## config.mk

```make
export PLATFORM = sky130hd
export DESIGN_NAME = hmng_norm_unit
export DESIGN_NICKNAME = d
export VERILOG_FILES = /design/src/rtl/hmng_pkg.sv /design/src/rtl/hmng_norm_unit.sv
export SDC_FILE = /design/constraint.sdc
export NUM_CORES = 2
export LEC_CHECK = 0
export ABC_AREA = 1
export ABC_CLOCK_PERIOD_IN_PS = 12700
export BUFFER_PORTS_ARGS = -buffer_cell sky130_fd_sc_hd__buf_2
export CAP_MARGIN = 40
export CORE_MARGIN = 10
export CORE_UTILIZATION = 35
export CTS_BUF_LIST = sky130_fd_sc_hd__clkbuf_8
export DETAILED_ROUTE_END_ITERATION = 7
export GPL_TIMING_DRIVEN = 1
export SLEW_MARGIN = 20
export SYNTH_ARGS = -nofsm -noshare
export SYNTH_HDL_FRONTEND = slang
export SYNTH_SLANG_ARGS = --single-unit
```

## constraint.sdc

```tcl
create_clock -name clk_i -period 12.7 [get_ports clk_i]
set_input_delay 1.27 -clock clk_i [delete_from_list [all_inputs] [get_ports clk_i]]
set_output_delay 1.27 -clock clk_i [all_outputs]
set_load 0.01 [all_outputs]
```

## src/rtl/hmng_pkg.sv

```systemverilog
// Shared types and constants for the heightmap normal generator.
package hmng_pkg;

  localparam int unsigned MaxColumns = 1024;
  localparam int unsigned ColBits    = $clog2(MaxColumns);
  localparam int unsigned SampleBits = 16;

  localparam logic [3:0] AddrGridColumns = 4'h0;
  localparam logic [3:0] AddrGridRows    = 4'h4;
  localparam logic [3:0] AddrGridSpacing = 4'h8;

  localparam logic [10:0] ColumnsReset = 11'd256;
  localparam logic [15:0] RowsReset    = 16'd256;
  localparam logic [24:0] SpacingReset = 25'd16777216;

  typedef struct packed {
    logic                  cmd;
    logic [SampleBits-1:0] height_sample;
  } in_t;

  typedef struct packed {
    logic signed [15:0] normal_x;
    logic [14:0]        normal_y;
    logic signed [15:0] normal_z;
    logic [15:0]        out_row;
    logic [ColBits-1:0] out_col;
    logic               last_of_frame;
  } out_t;

  // Operands handed to the normal unit.
  typedef struct packed {
    logic [SampleBits-1:0] up;
    logic [SampleBits-1:0] down;
    logic [SampleBits-1:0] left;
    logic [SampleBits-1:0] right;
    logic [24:0]           spacing;
  } norm_req_t;

  typedef struct packed {
    logic signed [15:0] x;
    logic [14:0]        y;
    logic signed [15:0] z;
  } norm_res_t;

endpackage

```

## src/rtl/hmng_norm_unit.sv

```systemverilog
// Iterative unit forming the Q1.15 unit normal from four neighbour heights.
module hmng_norm_unit (
  input  logic                  clk_i,
  input  logic                  rst_ni,
  input  logic                  start_i,
  input  hmng_pkg::norm_req_t   req_i,
  output logic                  done_o,
  output hmng_pkg::norm_res_t   res_o
);

  typedef enum logic [5:0] {
    U_IDLE = 6'b000001,
    U_NORM = 6'b000010,
    U_SQ   = 6'b000100,
    U_SQRT = 6'b001000,
    U_DIV  = 6'b010000,
    U_DONE = 6'b100000
  } ustate_e;

  ustate_e state_q, state_d;

  logic [25:0] raw_q [3];
  logic [19:0] a_q [3];
  logic        neg_x_q, neg_z_q;
  logic [1:0]  sq_cnt_q;
  logic [39:0] prod_q;
  logic [41:0] acc_q;
  logic [61:0] n_q;
  logic [62:0] res_q;
  logic [4:0]  it_q;
  logic [3:0]  dj_q;
  logic [46:0] rem_q [3];
  logic [15:0] quo_q [3];

  logic [25:0] mx;
  logic [2:0]  shamt;
  logic [62:0] sq_bit;
  logic [62:0] sq_try;
  logic [46:0] dvs;
  logic [15:0] qs [3];

  always_comb begin
    mx = raw_q[0];
    if (raw_q[1] > mx) mx = raw_q[1];
    if (raw_q[2] > mx) mx = raw_q[2];
    priority if (mx[25]) shamt = 3'd6;
    else if (mx[24]) shamt = 3'd5;
    else if (mx[23]) shamt = 3'd4;
    else if (mx[22]) shamt = 3'd3;
    else if (mx[21]) shamt = 3'd2;
    else if (mx[20]) shamt = 3'd1;
    else shamt = 3'd0;
  end

  assign sq_bit = 63'd1 << {it_q, 1'b0};
  assign sq_try = res_q + sq_bit;
  assign dvs    = 47'(res_q[31:0]) << dj_q;

  always_comb begin
    state_d = state_q;
    unique case (state_q)
      U_IDLE: if (start_i) state_d = U_NORM;
      U_NORM: state_d = U_SQ;
      U_SQ:   if (sq_cnt_q == 2'd3) state_d = U_SQRT;
      U_SQRT: if (it_q == 5'd0) state_d = U_DIV;
      U_DIV:  if (dj_q == 4'd0) state_d = U_DONE;
      U_DONE: state_d = U_IDLE;
      default: state_d = U_IDLE;
    endcase
  end

  always_ff @(posedge clk_i or negedge rst_ni) begin
    if (!rst_ni) begin
      state_q <= U_IDLE;
    end else begin
      state_q <= state_d;
    end
  end

  always_ff @(posedge clk_i) begin
    unique case (state_q)
      U_IDLE: begin
        if (start_i) begin
          raw_q[0] <= (req_i.right > req_i.left) ? 26'(req_i.right - req_i.left)
                                                 : 26'(req_i.left - req_i.right);
          raw_q[1] <= {req_i.spacing, 1'b0};
          raw_q[2] <= (req_i.up > req_i.down) ? 26'(req_i.up - req_i.down)
                                              : 26'(req_i.down - req_i.up);
          neg_x_q  <= req_i.right > req_i.left;
          neg_z_q  <= req_i.up > req_i.down;
        end
      end
      U_NORM: begin
        for (int i = 0; i < 3; i++) a_q[i] <= 20'(raw_q[i] >> shamt);
        sq_cnt_q <= 2'd0;
        acc_q    <= '0;
      end
      U_SQ: begin
        sq_cnt_q <= sq_cnt_q + 2'd1;
        if (sq_cnt_q != 2'd3) prod_q <= a_q[sq_cnt_q] * a_q[sq_cnt_q];
        if (sq_cnt_q != 2'd0) acc_q <= acc_q + 42'(prod_q);
        if (sq_cnt_q == 2'd3) begin
          n_q   <= {acc_q + 42'(prod_q), 20'd0};
          res_q <= '0;
          it_q  <= 5'd31;
        end
      end
      U_SQRT: begin
        if ({1'b0, n_q} >= sq_try) begin
          n_q   <= 62'({1'b0, n_q} - sq_try);
          res_q <= (res_q >> 1) + sq_bit;
        end else begin
          res_q <= res_q >> 1;
        end
        it_q <= it_q - 5'd1;
        if (it_q == 5'd0) begin
          dj_q <= 4'd15;
          for (int i = 0; i < 3; i++) begin
            rem_q[i] <= {2'b0, a_q[i], 25'd0} + 47'(res_q[31:2]);
            quo_q[i] <= '0;
          end
        end
      end
      U_DIV: begin
        for (int i = 0; i < 3; i++) begin
          if (rem_q[i] >= dvs) begin
            rem_q[i]       <= rem_q[i] - dvs;
            quo_q[i][dj_q] <= 1'b1;
          end
        end
        dj_q <= dj_q - 4'd1;
      end
      U_DONE: ;
      default: ;
    endcase
  end

  // In the last square root step res_q is not yet halved, so R/2 is res_q[31:2]
  // there: the final result is res_q >> 1 and its half is res_q >> 2.
  always_comb begin
    for (int i = 0; i < 3; i++) qs[i] = quo_q[i][15] ? 16'd32767 : quo_q[i];
  end

  assign done_o   = state_q == U_DONE;
  assign res_o.x  = neg_x_q ? 16'(~qs[0] + 16'd1) : qs[0];
  assign res_o.y  = qs[1][14:0];
  assign res_o.z  = neg_z_q ? 16'(~qs[2] + 16'd1) : qs[2];

endmodule

```

==> results.rst <==
.. list-table::
   :header-rows: 1

   * - Metric
     - Value
   * - Fmax achieved
     - approximately 0.11 GHz
   * - Final-stage net count
     - 9746
   * - Number of antenna violations at the first check in global routing
     - 4
   * - Post-synth top area cell
     - sky130_fd_sc_hd__edfxtp_1
   * - Critical Path Source Type
     - register
   * - Worst setup margin
     - around 3.6 ns
   * - Die H
     - 446 um
   * - Std-Cell Rows
     - roughly 160
   * - Routability cong.
     - about 0.94
   * - Post_cts resized
     - 0
   * - Count of pins over their slew limit
     - 0
   * - Highest routed layer
     - met4
   * - GRT Overall Usage
     - ~20%
   * - Number of synthesized register bits
     - 531
   * - Type of element capturing the critical path
     - register
   * - First-pass GRT wire length
     - 325000 um
   * - Fraction of the yosys area taken by sequential cells
     - 25.1%
   * - Core Footprint
     - between 150000 and 200000 sq um
   * - Commonest cells in the synthesized netlist
     - 1883 x sky130_fd_sc_hd__nand2_1, 1277 x sky130_fd_sc_hd__inv_1, 929 x sky130_fd_sc_hd__nor2_1
   * - Most used flip-flop cell after synthesis
     - sky130_fd_sc_hd__edfxtp_1
   * - Fraction of synthesis flops using an asynchronous set or reset pin
     - between 1 and 1.5%
   * - Max Cap Violations
     - 0
   * - Setup-failing EPs final
     - 0
   * - HPWL after DPL
     - around 170000 um
   * - Number of buffers inserted by hold repair at cts
     - 0
   * - Number of buffers created by CTS
     - about 110
   * - Proportion of layout cells with a drive suffix above 1
     - under 10%
   * - R2r worst-path depth
     - 27
   * - Number of enable-type register cells in the synthesized netlist
     - approximately 520
   * - Cell at the root of the clock tree
     - sky130_fd_sc_hd__clkbuf_8
   * - Final TNS setup
     - 0 ns
   * - Antenna-violating nets left
     - 0
   * - Detailed-route wire length per cell
     - between 15 and 20 um
   * - Final worst-path cycle share
     - a little under three quarters
   * - Vias per cell
     - roughly 5.3
   * - Effective utilization at floorplan
     - between 30% and 40%
   * - Post-Route M1 WL
     - 93300 um
   * - Pin count of the biggest net entering global routing
     - 80
   * - Count of port buffers added during placement
     - about 140
   * - Worst slack at placement
     - ~3.6 ns
   * - Via count of the routed design
     - 59000
   * - Post-synthesis net count
     - approximately 9600
   * - Largest buffer count on any clock path
     - 3
   * - Hold slack final
     - 0.221 ns
   * - Crit path arrival time
     - 9.62 ns
   * - Drt drc
     - 0
   * - CTS sink cnt
     - 531
   * - Post-synthesis to final-layout area growth
     - 8.88%
   * - Result of the run
     - finished, final reports clean
   * - Top area cells in the synthesized netlist
     - sky130_fd_sc_hd__edfxtp_1 25%, sky130_fd_sc_hd__ha_1 12%, sky130_fd_sc_hd__nand2_1 11%
   * - Final Core Density
     - a little under two fifths
   * - Class of the most critical setup path
     - reg2reg
   * - Yosys Warn Count
     - 0
   * - Capture instance of the worst register-to-register path
     - prod_q[38]$_DFFE_PP_
   * - Time the worst path needs with I/O delays and setup
     - around 9.1 ns
   * - Average instance area after synthesis
     - approximately 7.3 sq um
   * - Die width
     - ~450 um
   * - Share of the synthesized area in the top cell type
     - between 20 and 25%
   * - Clock tree skew after final layout
     - 0.106 ns
   * - Worst-case register-to-register setup slack
     - around 3.6 ns
   * - Slew Limit Headroom
     - between 30 and 40%
   * - Worst-Skew Late Latency
     - 0.88 ns
   * - Clock tree from TritonCTS
     - done
   * - Count of H-tree levels built during CTS
     - 3
   * - Met3 layer wire length in the routed design
     - roughly 13000 um
   * - Remaining Overflow, GRT
     - 0
   * - Required time of the critical path
     - between 10 and 15 ns
   * - Post-CTS Repair Setup Buffers
     - 0
   * - Iteration-0 DRC count of the detailed router
     - around 5000
   * - Number of distinct standard cells referenced by the synthesized netlist
     - 67
   * - Top-level I/O count
     - 140
   * - Final hold vios
     - 0
   * - Clock Pin Slew Worst Setup and Hold Paths
     - approximately 0.060 ns
   * - Total routed wirelength
     - 208000 um
   * - RSZ-0062 raised after global routing
     - no
   * - Worst min path class
     - in2async
   * - Worst-Margin Slew
     - roughly 0.9 ns
   * - Total iterations of the first detailed-routing run
     - 6
   * - Area of the mapped netlist
     - 63400 sq um
   * - Met2 routed WL
     - between 90000 and 100000 um
   * - Number of global-route vias before repair
     - a little under 60000
   * - Most instantiated library cell after synthesis
     - sky130_fd_sc_hd__nand2_1
   * - Critical path fanouts, max
     - 23
   * - Mapped Cells
     - 8655
   * - Floorplan die area
     - slightly below 200000 sq um
-- metal layers --
layer  vias to the layer above  GRT usage, %
li1                      28900             -
met1                     27800          27.3
met2                      1928          33.8
met3                       378          2.73
met4                         0          6.48
met5                         -             0
-- sequential cells by signal, summed over array words and instances, names as in the netlist, named ones only --
signal,count
a_q,56
acc_q,42
dj_q,4
it_q,5
n_q,62
neg_x_q,1
neg_z_q,1
prod_q,39
quo_q,48
raw_q,59
rem_q,141
res_q,63
sq_cnt_q,2
state_q,6
-- layout make-up --
cell class | instances | area [sq um]
diodes | 4 | 10.0
clock buffers | 111 | 1530
clock inverters | 85 | 603
fillers | 19000 | 111000
inverters | 1295 | 4860
multi-input cells | 6619 | 41700
flip-flops and latches | 531 | 15900
well taps | 2370 | 2970
repair buffers | 216 | 1460
-- placed cells by master, fill, tap and decap left out, types with 10 or more instances in the layout --
cell type	count
sky130_fd_sc_hd__nand3_1	467
sky130_fd_sc_hd__inv_1	1311
sky130_fd_sc_hd__a22oi_1	10
sky130_fd_sc_hd__a221oi_1	10
sky130_fd_sc_hd__a21o_1	49
sky130_fd_sc_hd__or2_2	54
sky130_fd_sc_hd__nor4_1	30
sky130_fd_sc_hd__nand4_1	52
sky130_fd_sc_hd__nor2_1	927
sky130_fd_sc_hd__nand2_1	1879
sky130_fd_sc_hd__a21oi_1	590
sky130_fd_sc_hd__o21ai_1	68
sky130_fd_sc_hd__clkinv_2	19
sky130_fd_sc_hd__o21ai_0	655
sky130_fd_sc_hd__edfxtp_1	523
sky130_fd_sc_hd__nand2_2	10
sky130_fd_sc_hd__fa_1	293
sky130_fd_sc_hd__xnor2_1	173
sky130_fd_sc_hd__o211ai_1	57
sky130_fd_sc_hd__nand3_2	33
sky130_fd_sc_hd__o21bai_1	39
sky130_fd_sc_hd__a21boi_0	19
sky130_fd_sc_hd__buf_2	146
sky130_fd_sc_hd__o31ai_1	12
sky130_fd_sc_hd__a31oi_1	66
sky130_fd_sc_hd__buf_4	55
sky130_fd_sc_hd__mux2i_1	20
sky130_fd_sc_hd__clkbuf_8	111
sky130_fd_sc_hd__clkinv_1	26
sky130_fd_sc_hd__o221ai_1	14
sky130_fd_sc_hd__nor3_1	115
sky130_fd_sc_hd__nand3b_1	11
sky130_fd_sc_hd__xor2_1	252
sky130_fd_sc_hd__ha_1	593
sky130_fd_sc_hd__o21a_1	25
-- kinds of logic (layout without fill, tap and decap cells) --
kind of cell	Yosys count	in the layout	share of synthesized area [%]
DFF	531	531	25.1
AOI/OAI and AO/OA	1677	1677	14.7
and+or+nand+nor	3611	3611	23.8
buffers and inverters	1505	1707	9.25
adders and majority gates	886	886	21.0
other	0	4	0
xor gates and xnor gates	425	425	5.87
muxes	20	20	0.316
-- how the worst max path moves through the flow --
| stage | startpoint | endpoint | slack (ns) | depth (start not counted) |
|---|---|---|---|---|
| global route | register | prod_q[38]$_DFFE_PP_ | 3.00 | 27 |
| floorplan | state_q[5]$_DFFE_PN0P_ | acc_q[0]$_SDFFCE_PN0P_ | 3.48 | 7 |
| CTS | register | prod_q[38]$_DFFE_PP_ | 3.48 | 24 |
| finish | register | prod_q[38]$_DFFE_PP_ | 3.60 | 27 |
| detailed placement | register | prod_q[38]$_DFFE_PP_ | 3.56 | 24 |
| global placement | register | prod_q[36]$_DFFE_PP_ | 3.83 | 26 |
-- critical path, cell delays in order, from the launching register on --
cell,delay [ns]
sky130_fd_sc_hd__dfxtp_1,0.74
sky130_fd_sc_hd__inv_1,0.39
sky130_fd_sc_hd__nand2_1,0.18
sky130_fd_sc_hd__o21ai_0,0.10
sky130_fd_sc_hd__a21oi_1,0.41
sky130_fd_sc_hd__clkinv_1,0.67
sky130_fd_sc_hd__nand2_1,0.34
sky130_fd_sc_hd__inv_1,0.10
sky130_fd_sc_hd__fa_1,0.47
sky130_fd_sc_hd__fa_1,0.55
sky130_fd_sc_hd__inv_1,0.08
sky130_fd_sc_hd__fa_1,0.48
sky130_fd_sc_hd__inv_1,0.06
sky130_fd_sc_hd__fa_1,0.51
sky130_fd_sc_hd__fa_1,0.53
sky130_fd_sc_hd__fa_1,0.55
sky130_fd_sc_hd__inv_1,0.06
sky130_fd_sc_hd__fa_1,0.53
sky130_fd_sc_hd__inv_1,0.04
sky130_fd_sc_hd__ha_1,0.36
sky130_fd_sc_hd__nand2_1,0.12
sky130_fd_sc_hd__nor2_1,0.14
sky130_fd_sc_hd__nand2_1,0.06
sky130_fd_sc_hd__o211ai_1,0.38
sky130_fd_sc_hd__a31oi_1,0.20
sky130_fd_sc_hd__o21ai_0,0.39
sky130_fd_sc_hd__a21oi_1,0.14
sky130_fd_sc_hd__xor2_1,0.17
-- through the flow --
step	instance area, sq um	instances
CTS	68800	11200
finish	69000	11200
global route	69000	11200
detailed placement	66700	11000
global placement	66500	11000
floorplan	63400	8655
Power is not shown: default switching activity piles up to over one toggle a cycle in this logic, so the estimate is an artifact.
